## config.mk

```make
export PLATFORM = sky130hd
export DESIGN_NAME = bus_slave_packet_deframer_unit
export DESIGN_NICKNAME = d
export VERILOG_FILES = /design/src/bspd_pkg.sv /design/src/bus_slave_packet_deframer_unit.sv /design/src/bspd_front.sv /design/src/bspd_fifo.sv /design/src/bspd_back.sv
export SDC_FILE = /design/constraint.sdc
export NUM_CORES = 1
export LEC_CHECK = 0
export BUFFER_PORTS_ARGS = -buffer_cell sky130_fd_sc_hd__buf_2
export CORE_UTILIZATION = 61
export DETAILED_ROUTE_END_ITERATION = 8
export PLACE_DENSITY = 0.8
export SYNTH_ARGS = -nofsm -noshare
export SYNTH_HDL_FRONTEND = slang
export SYNTH_SLANG_ARGS = --single-unit
```

## constraint.sdc

```tcl
create_clock -name clk -period 5.4 [get_ports clk]
set_input_delay 1.35 -clock clk [delete_from_list [all_inputs] [get_ports clk]]
set_output_delay 1.35 -clock clk [all_outputs]
set_load 0.02 [all_outputs]
```

## src/bspd_pkg.sv

```systemverilog
// Package: shared types and constants of the bus slave packet deframer.
`timescale 1ns / 1ps
`default_nettype none

package bspd_pkg;

    typedef enum logic [2:0] {
        PH_HUNT    = 3'd0,
        PH_ADDR    = 3'd1,
        PH_CMD     = 3'd2,
        PH_LEN     = 3'd3,
        PH_PAYLOAD = 3'd4,
        PH_CHECK   = 3'd5,
        PH_DROP    = 3'd6
    } frame_phase_t;

    typedef enum logic [1:0] {
        LINK_PROBE  = 2'd0,
        LINK_ATTACH = 2'd1,
        LINK_ON     = 2'd2
    } link_phase_t;

    localparam logic [1:0] KIND_PAYLOAD = 2'd0;
    localparam logic [1:0] KIND_END     = 2'd1;
    localparam logic [1:0] KIND_LEN_ERR = 2'd2;

    localparam logic [2:0] ACT_IGNORE  = 3'd0;
    localparam logic [2:0] ACT_PROBE   = 3'd1;
    localparam logic [2:0] ACT_ATTACH  = 3'd2;
    localparam logic [2:0] ACT_RELEASE = 3'd3;
    localparam logic [2:0] ACT_COMMAND = 3'd4;

    localparam logic [2:0] REG_DEVICE_ADDRESS   = 3'd0;
    localparam logic [2:0] REG_SYNC_VALUE       = 3'd1;
    localparam logic [2:0] REG_MAX_PAYLOAD      = 3'd2;
    localparam logic [2:0] REG_PROBE_CODE       = 3'd3;
    localparam logic [2:0] REG_ATTACH_CODE      = 3'd4;
    localparam logic [2:0] REG_RELEASE_CODE     = 3'd5;
    localparam logic [2:0] REG_BROADCAST        = 3'd6;
    localparam logic [2:0] REG_GROUP_BROADCAST  = 3'd7;

    typedef struct packed {
        logic [7:0] device_address;
        logic [7:0] sync_value;
        logic [7:0] max_payload;
        logic [7:0] probe_code;
        logic [7:0] attach_code;
        logic [7:0] release_code;
        logic [7:0] broadcast_address;
        logic [7:0] group_broadcast_address;
    } cfg_t;

    localparam cfg_t CFG_RESET = '{
        device_address:          8'd1,
        sync_value:              8'h55,
        max_payload:             8'd32,
        probe_code:              8'd1,
        attach_code:             8'd2,
        release_code:            8'd3,
        broadcast_address:       8'd255,
        group_broadcast_address: 8'd254
    };

    // One classified event from the framer.
    typedef struct packed {
        logic [1:0] kind;
        logic [7:0] data;
        logic [7:0] address;
        logic [7:0] command;
        logic [7:0] length;
        logic       checksum_ok;
    } event_t;

    typedef struct packed {
        logic [1:0] kind;
        logic [7:0] payload_byte;
        logic [7:0] packet_address;
        logic [7:0] command;
        logic [7:0] payload_length;
        logic       checksum_ok;
        logic [2:0] action;
        logic [1:0] link_state;
    } result_t;

endpackage

`default_nettype wire

```

## src/bus_slave_packet_deframer_unit.sv

```systemverilog
// Top level: packet deframer and link machine of a bus slave.
//
// Input channel: one received bus byte per word on rx_byte, in_valid/in_stall.
// Output channel: one result word (payload byte, packet end or length error)
// on the result ports, out_valid/out_stall. Bytes that only advance the
// framer (sync hunt, header, dropped byte) produce no output word.
// Throughput: one byte per clock cycle while in_stall is low. A result is
// written by the framer into the event queue when its byte is accepted,
// then taken by the link machine into the output register once that
// register is free.
// Reset puts the framer into sync hunt, the link machine into probe wait
// and all configuration registers to their defaults.
// When the receiver stalls, the output word holds, the event queue
// (FIFO_DEPTH words) fills, and then in_stall rises until space frees up.
// Configuration: cfg_we writes cfg_data into register cfg_index; write only
// while no words are in flight.
`timescale 1ns / 1ps
`default_nettype none

module bus_slave_packet_deframer_unit #(
    parameter int FIFO_DEPTH = 2
) (
    input  wire logic        clk,
    input  wire logic        rst_n,
    input  wire logic        cfg_we,
    input  wire logic [2:0]  cfg_index,
    input  wire logic [7:0]  cfg_data,
    input  wire logic        in_valid,
    output logic             in_stall,
    input  wire logic [7:0]  rx_byte,
    output logic             out_valid,
    input  wire logic        out_stall,
    output logic [1:0]       kind,
    output logic [7:0]       payload_byte,
    output logic [7:0]       packet_address,
    output logic [7:0]       command,
    output logic [7:0]       payload_length,
    output logic             checksum_ok,
    output logic [2:0]       action,
    output logic [1:0]       link_state
);
    import bspd_pkg::*;

    cfg_t    cfg_reg, cfg_next;
    event_t  front_ev, queue_ev;
    logic    front_push, queue_full, queue_not_empty, queue_pop, accept;
    result_t res;

    always_comb
    begin
        cfg_next = cfg_reg;
        if (cfg_we)
        begin
            case (cfg_index)
                REG_DEVICE_ADDRESS:  cfg_next.device_address          = cfg_data;
                REG_SYNC_VALUE:      cfg_next.sync_value              = cfg_data;
                REG_MAX_PAYLOAD:     cfg_next.max_payload             = cfg_data;
                REG_PROBE_CODE:      cfg_next.probe_code              = cfg_data;
                REG_ATTACH_CODE:     cfg_next.attach_code             = cfg_data;
                REG_RELEASE_CODE:    cfg_next.release_code            = cfg_data;
                REG_BROADCAST:       cfg_next.broadcast_address       = cfg_data;
                REG_GROUP_BROADCAST: cfg_next.group_broadcast_address = cfg_data;
                default:             cfg_next = cfg_reg;
            endcase
        end
    end

    always_ff @(posedge clk or negedge rst_n)
    begin
        if (!rst_n)
        begin
            cfg_reg <= CFG_RESET;
        end
        else
        begin
            cfg_reg <= cfg_next;
        end
    end

    assign in_stall = queue_full;
    assign accept   = in_valid && !queue_full;

    bspd_front u_front (
        .clk     (clk),
        .rst_n   (rst_n),
        .cfg     (cfg_reg),
        .accept  (accept),
        .rx_byte (rx_byte),
        .ev      (front_ev),
        .ev_push (front_push)
    );

    bspd_fifo #(
        .DEPTH (FIFO_DEPTH)
    ) u_fifo (
        .clk       (clk),
        .rst_n     (rst_n),
        .push      (front_push),
        .push_data (front_ev),
        .pop       (queue_pop),
        .pop_data  (queue_ev),
        .not_empty (queue_not_empty),
        .full      (queue_full)
    );

    bspd_back u_back (
        .clk       (clk),
        .rst_n     (rst_n),
        .cfg       (cfg_reg),
        .ev        (queue_ev),
        .ev_valid  (queue_not_empty),
        .ev_pop    (queue_pop),
        .res       (res),
        .res_valid (out_valid),
        .res_stall (out_stall)
    );

    assign kind           = res.kind;
    assign payload_byte   = res.payload_byte;
    assign packet_address = res.packet_address;
    assign command        = res.command;
    assign payload_length = res.payload_length;
    assign checksum_ok    = res.checksum_ok;
    assign action         = res.action;
    assign link_state     = res.link_state;

endmodule

`default_nettype wire

```

## src/bspd_front.sv

```systemverilog
// Framer: sync hunt, header capture, payload count and checksum check.
`timescale 1ns / 1ps
`default_nettype none

module bspd_front (
    input  wire logic            clk,
    input  wire logic            rst_n,
    input  wire bspd_pkg::cfg_t  cfg,
    input  wire logic            accept,
    input  wire logic [7:0]      rx_byte,
    output bspd_pkg::event_t     ev,
    output logic                 ev_push
);
    import bspd_pkg::*;

    frame_phase_t phase_reg, phase_next;
    logic [7:0]   seen_reg, seen_next;
    logic [7:0]   len_reg, len_next;
    logic [7:0]   addr_reg, addr_next;
    logic [7:0]   cmd_reg, cmd_next;
    logic [7:0]   xor_reg, xor_next;
    logic [7:0]   seen_inc;

    assign seen_inc = seen_reg + 8'd1;

    // next state
    always_comb
    begin
        phase_next = phase_reg;
        seen_next  = seen_reg;
        len_next   = len_reg;
        addr_next  = addr_reg;
        cmd_next   = cmd_reg;
        xor_next   = xor_reg;
        if (accept)
        begin
            case (phase_reg)
                PH_ADDR:
                begin
                    addr_next  = rx_byte;
                    xor_next   = rx_byte;
                    phase_next = PH_CMD;
                end
                PH_CMD:
                begin
                    cmd_next   = rx_byte;
                    xor_next   = xor_reg ^ rx_byte;
                    phase_next = PH_LEN;
                end
                PH_LEN:
                begin
                    if (rx_byte > cfg.max_payload)
                    begin
                        phase_next = PH_DROP;
                    end
                    else
                    begin
                        len_next   = rx_byte;
                        xor_next   = xor_reg ^ rx_byte;
                        seen_next  = 8'd0;
                        phase_next = (rx_byte != 8'd0) ? PH_PAYLOAD : PH_CHECK;
                    end
                end
                PH_PAYLOAD:
                begin
                    xor_next  = xor_reg ^ rx_byte;
                    seen_next = seen_inc;
                    if (seen_inc >= len_reg)
                    begin
                        phase_next = PH_CHECK;
                    end
                end
                PH_CHECK:
                begin
                    phase_next = PH_HUNT;
                end
                PH_DROP:
                begin
                    phase_next = PH_HUNT;
                end
                default:
                begin
                    phase_next = PH_HUNT;
                    if (rx_byte == cfg.sync_value)
                    begin
                        seen_next  = 8'd0;
                        xor_next   = 8'd0;
                        phase_next = PH_ADDR;
                    end
                end
            endcase
        end
    end

    // event output
    always_comb
    begin
        ev_push        = 1'b0;
        ev.kind        = KIND_PAYLOAD;
        ev.data        = 8'd0;
        ev.address     = addr_reg;
        ev.command     = cmd_reg;
        ev.length      = len_reg;
        ev.checksum_ok = 1'b0;
        case (phase_reg)
            PH_LEN:
            begin
                if (rx_byte > cfg.max_payload)
                begin
                    ev_push   = accept;
                    ev.kind   = KIND_LEN_ERR;
                    ev.length = rx_byte;
                end
            end
            PH_PAYLOAD:
            begin
                ev_push = accept;
                ev.kind = KIND_PAYLOAD;
                ev.data = rx_byte;
            end
            PH_CHECK:
            begin
                ev_push        = accept;
                ev.kind        = KIND_END;
                ev.checksum_ok = (xor_reg == rx_byte);
            end
            default:
            begin
                ev_push = 1'b0;
            end
        endcase
    end

    always_ff @(posedge clk or negedge rst_n)
    begin
        if (!rst_n)
        begin
            phase_reg <= PH_HUNT;
            seen_reg  <= 8'd0;
            len_reg   <= 8'd0;
            addr_reg  <= 8'd0;
            cmd_reg   <= 8'd0;
            xor_reg   <= 8'd0;
        end
        else
        begin
            phase_reg <= phase_next;
            seen_reg  <= seen_next;
            len_reg   <= len_next;
            addr_reg  <= addr_next;
            cmd_reg   <= cmd_next;
            xor_reg   <= xor_next;
        end
    end

endmodule

`default_nettype wire

```

## src/bspd_fifo.sv

```systemverilog
// Small event queue between framer and link machine.
`timescale 1ns / 1ps
`default_nettype none

module bspd_fifo #(
    parameter int DEPTH = 2
) (
    input  wire logic              clk,
    input  wire logic              rst_n,
    input  wire logic              push,
    input  wire bspd_pkg::event_t  push_data,
    input  wire logic              pop,
    output bspd_pkg::event_t       pop_data,
    output logic                   not_empty,
    output logic                   full
);
    import bspd_pkg::*;

    localparam int PW = (DEPTH > 1) ? $clog2(DEPTH) : 1;
    localparam int CW = $clog2(DEPTH + 1);

    event_t          mem [DEPTH];
    logic [PW-1:0]   wr_ptr_reg, wr_ptr_next;
    logic [PW-1:0]   rd_ptr_reg, rd_ptr_next;
    logic [CW-1:0]   count_reg, count_next;
    logic            do_push, do_pop;

    assign full      = (count_reg == CW'(DEPTH));
    assign not_empty = (count_reg != '0);
    assign do_push   = push && !full;
    assign do_pop    = pop && not_empty;
    assign pop_data  = mem[rd_ptr_reg];

    always_comb
    begin
        wr_ptr_next = wr_ptr_reg;
        rd_ptr_next = rd_ptr_reg;
        count_next  = count_reg;
        if (do_push)
        begin
            wr_ptr_next = (wr_ptr_reg == PW'(DEPTH - 1)) ? '0 : wr_ptr_reg + 1'b1;
        end
        if (do_pop)
        begin
            rd_ptr_next = (rd_ptr_reg == PW'(DEPTH - 1)) ? '0 : rd_ptr_reg + 1'b1;
        end
        if (do_push && !do_pop)
        begin
            count_next = count_reg + 1'b1;
        end
        else if (do_pop && !do_push)
        begin
            count_next = count_reg - 1'b1;
        end
    end

    always_ff @(posedge clk)
    begin
        if (do_push)
        begin
            mem[wr_ptr_reg] <= push_data;
        end
    end

    always_ff @(posedge clk or negedge rst_n)
    begin
        if (!rst_n)
        begin
            wr_ptr_reg <= '0;
            rd_ptr_reg <= '0;
            count_reg  <= '0;
        end
        else
        begin
            wr_ptr_reg <= wr_ptr_next;
            rd_ptr_reg <= rd_ptr_next;
            count_reg  <= count_next;
        end
    end

endmodule

`default_nettype wire

```

## src/bspd_back.sv

```systemverilog
// Link machine and output register.
`timescale 1ns / 1ps
`default_nettype none

module bspd_back (
    input  wire logic              clk,
    input  wire logic              rst_n,
    input  wire bspd_pkg::cfg_t    cfg,
    input  wire bspd_pkg::event_t  ev,
    input  wire logic              ev_valid,
    output logic                   ev_pop,
    output bspd_pkg::result_t      res,
    output logic                   res_valid,
    input  wire logic              res_stall
);
    import bspd_pkg::*;

    link_phase_t link_reg, link_next;
    logic        out_valid_reg, out_valid_next;
    result_t     res_reg, res_next;
    logic [2:0]  action;
    logic        mine, any_addr, load;

    assign load   = !out_valid_reg || !res_stall;
    assign ev_pop = ev_valid && load;
    assign mine   = (ev.address == cfg.device_address);
    assign any_addr = mine || (ev.address == cfg.broadcast_address)
                    || (ev.address == cfg.group_broadcast_address);

    // next link state
    always_comb
    begin
        link_next = link_reg;
        if (ev_pop && ev.kind == KIND_END && ev.checksum_ok)
        begin
            case (link_reg)
                LINK_ATTACH:
                begin
                    if (ev.command == cfg.attach_code && mine)
                    begin
                        link_next = LINK_ON;
                    end
                end
                LINK_ON:
                begin
                    if (any_addr && ev.command == cfg.release_code)
                    begin
                        link_next = LINK_PROBE;
                    end
                end
                default:
                begin
                    // probe wait and unused code: probe to this device -> attach, else probe wait
                    link_next = (ev.command == cfg.probe_code && mine) ?
                                LINK_ATTACH : LINK_PROBE;
                end
            endcase
        end
    end

    // action code
    always_comb
    begin
        action = ACT_IGNORE;
        if (ev.kind == KIND_END && ev.checksum_ok)
        begin
            case (link_reg)
                LINK_ATTACH:
                begin
                    if (ev.command == cfg.attach_code && mine)
                    begin
                        action = ACT_ATTACH;
                    end
                end
                LINK_ON:
                begin
                    if (any_addr)
                    begin
                        action = (ev.command == cfg.release_code) ?
                                 ACT_RELEASE : ACT_COMMAND;
                    end
                end
                default:
                begin
                    if (ev.command == cfg.probe_code && mine)
                    begin
                        action = ACT_PROBE;
                    end
                end
            endcase
        end
    end

    always_comb
    begin
        out_valid_next = out_valid_reg;
        res_next       = res_reg;
        if (load)
        begin
            out_valid_next = ev_valid;
            if (ev_valid)
            begin
                res_next.kind           = ev.kind;
                res_next.payload_byte   = ev.data;
                res_next.packet_address = ev.address;
                res_next.command        = ev.command;
                res_next.payload_length = ev.length;
                res_next.checksum_ok    = ev.checksum_ok;
                res_next.action         = action;
                res_next.link_state     = link_next;
            end
        end
    end

    always_ff @(posedge clk)
    begin
        res_reg <= res_next;
    end

    always_ff @(posedge clk or negedge rst_n)
    begin
        if (!rst_n)
        begin
            link_reg      <= LINK_PROBE;
            out_valid_reg <= 1'b0;
        end
        else
        begin
            link_reg      <= link_next;
            out_valid_reg <= out_valid_next;
        end
    end

    assign res       = res_reg;
    assign res_valid = out_valid_reg;

endmodule

`default_nettype wire
```

==> impl_metrics.sql <==
INSERT INTO impl_metrics (metric_group, metric, value, unit) VALUES
('timing', 'setup_viol_count_final', '0', ''),
('critical_path', 'worst_setup_path_start_kind', 'primary input', ''),
('critical_path', 'worstSetupPathType', 'primary input to flop', ''),
('route', 'maxUsedRoutingLayer', 'met4', ''),
('yosys', 'post_synth_fa_ha_maj_area_fraction', '0.0294', ''),
('timing', 'finalSetupTns', '0', 'ns'),
('timing', 'timing_hold_violations_final', '0', ''),
('timing', 'worst_clock_skew', '0.0183', 'ns'),
('clocking', 'postCtsSetupBuffers', '0', ''),
('yosys', 'top_post_synthesis_cells_by_area', 'edfxtp_1 (32%), dfrtp_1 (22%), mux2_2 (12%)', ''),
('yosys', 'multiplexer_area_fraction_after_synthesis', '0.149', ''),
('route', 'dr_wl_met3', '1350', 'µm'),
('floorplanning', 'placeable_core_region', '16100', 'µm²'),
('timing', 'fin_crit_sh', '0.736', ''),
('yosys', 'complex_gate_fraction_of_the_synthesized_area', '0.0462', ''),
('yosys', 'synth_sequential_area_ratio', '0.606', ''),
('clocking', 'worst_setup_hold_path_clk_slew', '0.06', 'ns'),
('cells_and_area', 'finish.net_count', '853', ''),
('yosys', 'yosys_most_used_dff', 'edfxtp_1', ''),
('route', 'dr.pass1.iters', '5', ''),
('floorplanning', 'die_w', '131', 'µm'),
('critical_path', 'critical_path_required', '5.61', 'ns'),
('yosys', 'synth.ff_latch_count', '224', ''),
('floorplanning', 'initial_core_util', '0.634', ''),
('worst_hold_path', 'worstHoldPathType', 'flop to flop', ''),
('yosys', 'synth_enable_flop_cells', '110', ''),
('cells_and_area', 'final_design_area_no_fill', '11600', 'µm²'),
('yosys', 'library_cells_used_by_synthesis', '51', ''),
('route', 'route.vias.total', '6058', ''),
('floorplanning', 'dieHeight', '131', 'µm'),
('cells_and_area', 'diodes', '0', ''),
('timing', 'finalWorstPathRequiredPeriod', '3.98', 'ns'),
('yosys', 'mappedNetlistNets', '782', ''),
('global_routing', 'grt_max_degree', '80', ''),
('floorplanning', 'io_pins', '66', ''),
('clocking', 'clock_tree.htree_level_count', '1', ''),
('floorplanning', 'row_count', '46', ''),
('yosys', 'post_synth_instance_area', '10200', 'µm²'),
('route', 'post_drt_via_cell_ratio', '5.83', ''),
('yosys', 'synth_simple_gate_area_frac', '0.0753', ''),
('global_routing', 'gr-total-overflow', '0', ''),
('placement', 'place.gp.congestion', '0.948', ''),
('status', 'status', 'complete, no violations', ''),
('route', 'drt_first_iter_violations', '500', ''),
('timing', 'setup_repair_after_global_routing_missed_its_margin', 'false', ''),
('cells_and_area', 'layout.filler_cells', '1093', ''),
('yosys', 'synthDominantAreaCellType', 'edfxtp_1', ''),
('yosys', 'synth_top_cell_area_share', '0.323', ''),
('cells_and_area', 'layout.area.seq', '6190', 'µm²'),
('yosys', 'netlist_instances', '734', ''),
('yosys', 'fraction_of_synthesis_flops_using_an_asynchronous_set_or_reset_pin', '0.509', ''),
('cells_and_area', 'final_common_cell', 'edfxtp_1', ''),
('clocking', 'cts_buffer_count', '24', ''),
('clocking', 'cts_max_path_buffers', '3', ''),
('cells_and_area', 'layout_common_cells', 'edfxtp_1 (110), mux2_2 (105), dfrtp_1 (88), buf_2 (64), xnor2_1 (58)', ''),
('cells_and_area', 'drive_gt1_frac', '0.329', ''),
('route', 'route.detailed.drc', '0', ''),
('cells_and_area', 'largest_register_ff_count', '70', ''),
('clocking', 'clock_tree.root_cell', 'clkbuf_16', ''),
('cells_and_area', 'multiInputGateArea', '3720', 'µm²'),
('route', 'met2WireLength', '10500', 'µm'),
('yosys', 'synth_warnings', '0', ''),
('placement', 'area_after_dpl', '10700', 'µm²'),
('yosys', 'synth.avg_cell_area', '13.9', 'µm²'),
('power', 'power.density', '547', 'nW/µm²'),
('timing', 'relSlewSlack', '0.262', ''),
('global_routing', 'grt_pass1_wl', '34100', 'µm'),
('clocking', 'ctsResizeCount', '0', ''),
('clocking', 'clk_latency', '0.52', 'ns'),
('route', 'wire_per_inst', '20.3', 'µm'),
('placement', 'place.port_buffers', '65', '');
==> power breakdown <==
group / total (mW) / internal, mW / switching (mW)
sequential: 2.74 / 2.40 / 0.344
clock: 1.71 / 1.06 / 0.653
combinational: 1.88 / 0.811 / 1.07
==> area by class of cell <==
type	instances	area share
clock buffers	32	0.0607
clock inverters	12	0.0124
well taps	216	0.0233
repair buffers	71	0.0333
flip-flops and latches	224	0.534
inverters	46	0.0149
multi-input cells	438	0.321
==> through the flow <==
| stage | cells | power, mW | setup slack [ns] | utilization | hold WS, ns |
|---|---|---|---|---|---|
| final | 1039 | 6.33 | 1.42 | 0.719 | 0.477 |
| after global routing | 1039 | 6.64 | 1.22 | 0.719 | 0.491 |
| after CTS | 1039 | 6.36 | 1.46 | 0.719 | 0.472 |
| after detailed placement | 995 | 4.63 | 0.920 | 0.667 | 0.462 |
| after global placement | 995 | 4.51 | 1.06 | 0.667 | 0.457 |
| after floorplan | 734 | 4.09 | 0.444 | - | 0.437 |
==> per-layer routing <==
layer | track usage | vias to the layer above
li1 | - | 2770
met1 | 0.340 | 3043
met2 | 0.424 | 201
met3 | 0.0505 | 44
met4 | 0.0788 | 0
met5 | 0 | -
==> critical path, cell delays in order <==
cell and delay (ns):
buf_2 0.26, ha_1 0.30, nand4_1 0.15, nor2_1 0.10
or3_1 0.38, and2_1 0.31, a31oi_1 0.37, nor2b_2 0.66
buf_12 0.27
==> Yosys cell counts, types with 2 or more instances <==
library cell / number
edfxtp_1: 110
mux2_2: 105
dfrtp_1: 89
xnor2_1: 58
o21ai_0: 47
inv_1: 46
nor2_1: 31
dfstp_2: 25
nand2_1: 25
ha_1: 24
xor2_1: 17
clkbuf_1: 16
mux2i_4: 12
nor4_1: 12
nand3_1: 11
and3_1: 9
a21oi_1: 8
nand4_1: 8
nor3_1: 8
buf_2: 7
a21o_1: 6
nor4_2: 5
o21a_1: 5
a31oi_1: 4
nand2b_1: 4
nor2b_1: 4
or3_1: 4
mux2i_1: 3
mux2i_2: 3
nand4b_1: 3
a211oi_1: 2
and2_1: 2
nor3_2: 2
nor3b_1: 2
==> cells by family (layout without fill, tap and decap cells) <==
kind of cell,count (synthesis),after routing
mux,123,123
compound gates,79,79
flops,224,224
buf+inv,72,161
xor+xnor,75,75
simple gates,137,137
fa+ha+maj,24,24
==> final timing paths <==
kind / end / from / cells after the start / slack [ns]
worst min register to register: u_fifo.mem[0][22]$_DFFE_PP_ / u_front.addr_reg[5]$_DFFE_PN0P_ / 0 / 0.48
max in group asynchronous: u_front.cmd_reg[7]$_DFFE_PN0P_ / rst_n / 2 / 3.33
min in group asynchronous: cfg_reg[21]$_DFFE_PN0P_ / rst_n / 1 / 1.01
worst min-delay path: u_fifo.mem[0][22]$_DFFE_PP_ / u_front.addr_reg[5]$_DFFE_PN0P_ / 0 / 0.48
worst max register to register: u_fifo.mem[0][24]$_DFFE_PP_ / u_front.phase_reg[2]$_DFFE_PN0P_ / 6 / 1.96
worst max-delay path: u_fifo.mem[0][24]$_DFFE_PP_ / rx_byte[7] / 9 / 1.42
Power figures use the tool's default switching activity.
